[config.mk]
export PLATFORM = sky130hd
export DESIGN_NAME = avt_unit
export DESIGN_NICKNAME = d
export VERILOG_FILES = /design/src/rtl/core/avt_pkg.sv /design/src/rtl/core/avt_unit.sv
export SDC_FILE = /design/constraint.sdc
export NUM_CORES = 1
export LEC_CHECK = 0
export BUFFER_PORTS_ARGS = -buffer_cell sky130_fd_sc_hd__buf_2
export CAP_MARGIN = 25
export CORE_MARGIN = 1
export CORE_UTILIZATION = 42
export DETAILED_ROUTE_END_ITERATION = 8
export MAX_ROUTING_LAYER = met4
export PLACE_DENSITY = 0.85
export SYNTH_ARGS = -nofsm -noshare
export SYNTH_HDL_FRONTEND = slang
export SYNTH_SLANG_ARGS = --single-unit
[constraint.sdc]
create_clock -name vclk -period 5.7
set_input_delay 1.14 -clock vclk [all_inputs]
set_output_delay 1.14 -clock vclk [all_outputs]
set_load 0.02 [all_outputs]
[src/rtl/core/avt_pkg.sv]
// ----------------------------------------------------------------------------
// avt_pkg
// Shared types and codes of the aging visit table: record layout, result
// status codes, operation codes and the compare unit's result group.
// ----------------------------------------------------------------------------
package avt_pkg;

    localparam int KEY_W   = 31;
    localparam int YEAR_W  = 16;
    localparam int VCNT_W  = 32;
    localparam int STAT_W  = 2;
    localparam int OCNT_W  = 7;

    localparam logic [YEAR_W-1:0] RESET_YEAR = 16'd2016;

    // operation codes carried on the input tuser
    localparam logic OP_VISIT = 1'b0;
    localparam logic OP_PURGE = 1'b1;

    // result status codes
    localparam logic [STAT_W-1:0] ST_HIT  = 2'd0;
    localparam logic [STAT_W-1:0] ST_NEW  = 2'd1;
    localparam logic [STAT_W-1:0] ST_FULL = 2'd2;

    // one table record
    typedef struct packed {
        logic [KEY_W-1:0]  key;
        logic [YEAR_W-1:0] year;
        logic [VCNT_W-1:0] vcnt;
    } t_rec;

    // compare unit results
    typedef struct packed {
        logic              key_hit;
        logic              too_old;
        logic [VCNT_W-1:0] vcnt_next;
    } t_unit_res;

endpackage

[src/rtl/core/avt_unit.sv]
// ----------------------------------------------------------------------------
// avt_unit
// Shared compare unit: key match, signed age test and saturating count
// increment on the record just read from memory.
// ----------------------------------------------------------------------------
module avt_unit (
    input  avt_pkg::t_rec                       i_rec,
    input  logic [avt_pkg::KEY_W-1:0]           i_key,
    input  logic [avt_pkg::YEAR_W-1:0]          i_cur_year,
    input  logic [avt_pkg::YEAR_W-1:0]          i_max_age,
    output avt_pkg::t_unit_res                  o_res
);

    logic signed [avt_pkg::YEAR_W:0] age;
    logic signed [avt_pkg::YEAR_W:0] limit;

    // signed age, one extra bit holds the sign
    assign age   = $signed({1'b0, i_cur_year}) - $signed({1'b0, i_rec.year});
    assign limit = $signed({1'b0, i_max_age});

    assign o_res.key_hit   = (i_rec.key == i_key);
    assign o_res.too_old   = (age > limit);
    // visit count sticks at all ones
    assign o_res.vcnt_next = (&i_rec.vcnt) ? i_rec.vcnt
                                           : i_rec.vcnt + avt_pkg::VCNT_W'(1);

endmodule

After elaboration in Yosys (flattened, before gate mapping)
Index checks and enable logic that the tools add are counted.

word-level totals
  register bits after elaboration = 0
  bits of input ports = 142
  output and inout bits = 34
  logic and storage cells = 6

operators by class
  $add $sub $neg = 2
  magnitude comparators = 1
  equality and inequality tests = 1
  mux-type cells = 1
  reductions and logical operators = 1

operator list
  cell                                            count
  adder 32 x 1 -> 32 bit (second input constant)  1
  two-way mux 32 bit                              1
  AND reduction 32 bit                            1
  == test 31 bit                                  1
  > comparator 17 bit                             1
  subtractor 16 x 16 -> 17 bit                    1

Longest topological paths before layout
  word-level depth = 2
  depth in mapped cells = 16
  mapped depth without buffers = 16

Least setup slack after synthesis
No wires, ideal clock.

  kind = input-to-output
  start = in i_cur_year[0] (netlist bit)
  end = out o_res[32] (netlist bit)
  arrival = 3.979 ns
  data required time = 4.560 ns
  slack = 0.581 ns
  stages = 14
  buffers on the path = 0
  cell sequence = inv_1 -> ha_1 -> fa_1 -> nor2b_1 -> o31a_1 -> o21ai_0 -> o31a_1 -> nand3_1 -> o311ai_0 -> ha_1 -> nand4_1 -> o311ai_0 -> nor2_1 -> a211oi_1

RTL lines
  item         line            RTL
  from (decl)  avt_unit.sv:9   input logic [avt_pkg::YEAR_W-1:0] i_cur_year,
  to (decl)    avt_unit.sv:11  output avt_pkg::t_unit_res o_res

==> summary.txt <==
STA
  • Tcrit/Tclk final: 0.930
  • Slew margin rel.: 0.612
  • Fmax: 189 MHz
  • Final hold vios: 0
  • Final setup fails: 0
  • Setup TNS: 0 ns
  • Final Max Tran Viols: 0
  • Tmin final: 5.30 ns
  • RSZ-0062 raised after global routing: no
  • Worst slew pin tran: 0.577 ns

Yosys
  • Synth Net Count: 497
  • Syn Area/Cell: 6.99 sq um
  • Post-synth top cells: 42 x xnor2_1, 40 x inv_1, 33 x ha_1
  • Sequential area share after synthesis: 0
  • Dominant cell type by area after synthesis: ha_1
  • Mapped cell area: 2240 sq um
  • Post-Synthesis Cells: 321
  • Synth top area share: 0.184
  • Count of cell types in the netlist: 43
  • Count leader, synth: xnor2_1
  • Top cells by area, synth: ha_1 18%, xnor2_1 16%, xor2_1 12%
  • Synth warnings: 0

Run status
  • Status: complete, no violations

Critical path
  • Worst path buffer plus inverter count: 2
  • Worst EP arrival: 4.16 ns
  • Largest stage delay, worst path: 0.40 ns
  • Crit Path Class: input port to output port
  • Slowest cell on the critical path: fa_1
  • CP Data Required Time: 4.56 ns
  • Crit-path cells: buf_2, ha_1, fa_1, nor2b_1, o31a_1, o21ai_0, o31a_1, nand3_1, o311ai_0, ha_1, nand4_1, o311ai_0, nor2_1, a211oi_1, buf_2
  • CP Max Fanout: 4
  • CP top delay family: compound AO/OA/AOI/OAI gates
  • Kind of end point of the critical path: output port
  • Critical Path Source Type: input port

Pwr
  • Int Pwr: 139 uW
  • Final total power: 293 uW
  • NetSw: 154 uW
  • Share of power burned in registers: 0
  • Pwr Density: 91.1 nW/um^2
  • Max IR drop VDD: 0.0548 mV
  • Leak pwr: 0.00172 uW
  • Clock network fraction of design power: 0
  • Sw frac: 0.526
  • Combinational power share: 1.000

Layout
  • Seq_cells: 0
  • Synth-to-Final Area Change: 43.3%
  • Fraction of layout cells with a size suffix above 1: 0.371
  • Post-route cell area: 3220 sq um
  • Register area: 0 sq um
  • CLK BUF: 0
  • Final nets: 674

Floorplanning
  • Initial Utilization: 0.437
  • Die area: 5640 sq um
  • Core area: 5140 sq um
  • Number of core rows: 26
  • IO Pins: 176
  • Die W: 75.1 microns
  • Die Y: 75.1 microns

Placement
  • Dpl hpwl: 6.53 mm
  • Routability congestion estimate: 0.975
  • Area after DPL: 3210 sq um
  • I/O Buffers: 176

Detailed routing
  • Routed via count: 2,976
  • DRT antenna net count: 0
  • Initial drt markers: 128
  • Vias per inst: 5.23
  • Drt wl/cell: 12.6 microns
  • DRT Pass-1 Iters: 4
  • Post-route DRC: 0
  • Final wirelength: 7.17 mm

GRT
  • First-pass GRT wire length: 11.0 mm
  • GRT overflow: 0
  • Initial antenna violation count: 3
  • Largest net degree at the start of global routing: 9
  • Vias in the first global route: 2,662
  • Total track usage: 0.254

Hold path
  • Hold Path Class: input port to output port

Clock network
  • Resized Gates After CTS: 0
  • Post-CTS setup buffer count: 0
  • Hold Buf Count CTS: 0

Job
  • Max-cap violations: 0
-- power by group through the flow --
stage	sequential [uW]	clock (uW)	combinational, uW
finish	0	0.0000705	293
global route	0	0.0000704	329
CTS	0	0	293
detailed placement	0	0	291
global placement	0	0	284
floorplan	0	0	183
-- metal layers --
layer	vias up	global-route usage	wire length [microns]
li1	1501	-	-
met1	1365	0.287	2860
met2	102	0.490	3870
met3	8	0.00937	340
met4	0	0.0524	91
met5	-	-	0
-- per-stage QoR --
step                      hold WS, ns   util  cells  setup WS [ns]
after global placement           2.58  0.624    566          0.498
after global routing             2.60  0.626    569          0.129
after CTS                        2.59  0.624    566          0.369
after floorplan                  2.41      -    321          0.581
final                            2.59  0.626    569          0.399
after detailed placement         2.59  0.624    566          0.366
-- cell usage in the layout (no fill, tap or decap), types with 2 or more instances in the layout --
cell type	instances
a211oi_1	4
a21o_1	5
a21oi_1	14
a221oi_1	2
and2_1	4
and3_1	6
and4_2	2
buf_2	176
diode_2	3
ha_1	33
inv_1	40
nand2_1	22
nand2b_1	2
nand3_1	12
nand4_1	23
nor2_1	23
nor2b_1	4
nor3_1	7
nor4_1	9
o21a_1	5
o21ai_0	6
o21bai_1	2
o311ai_0	2
o31a_1	2
or4_1	2
xnor2_1	42
xor2_1	30
-- path summary, 6_finish.rpt --
path | slack (ns) | cells after the start | endpoint | startpoint
worst max-delay path | 0.40 | 15 | o_res[32] | i_rec[32]
worst min-delay path | 2.59 | 3 | o_res[20] | i_rec[20]
-- layout make-up --
type | count | area, sq um
Inverter | 40 | 150
Fill cell | 513 | 1920
Timing Repair Buffer | 176 | 881
Multi-Input combinational cell | 280 | 2090
Tap cell | 70 | 87.6
Antenna cell | 3 | 7.51
-- worst min-delay path, delay by kind of cell --
family	cells	cell delay, ns
buf+inv	2	0.25
xor+xnor	1	0.06
-- logic make-up after synthesis --
logic type,after synthesis,share of synthesized area
buffers and inverters,41,0.0691
XOR/XNOR,72,0.281
AND/OR/NAND/NOR,122,0.297
multiplexers,1,0.00502
AO/OA/AOI/OAI,51,0.156
adder cells (fa/ha/maj),34,0.193
Note: power is estimated with default switching activity, not from simulation.
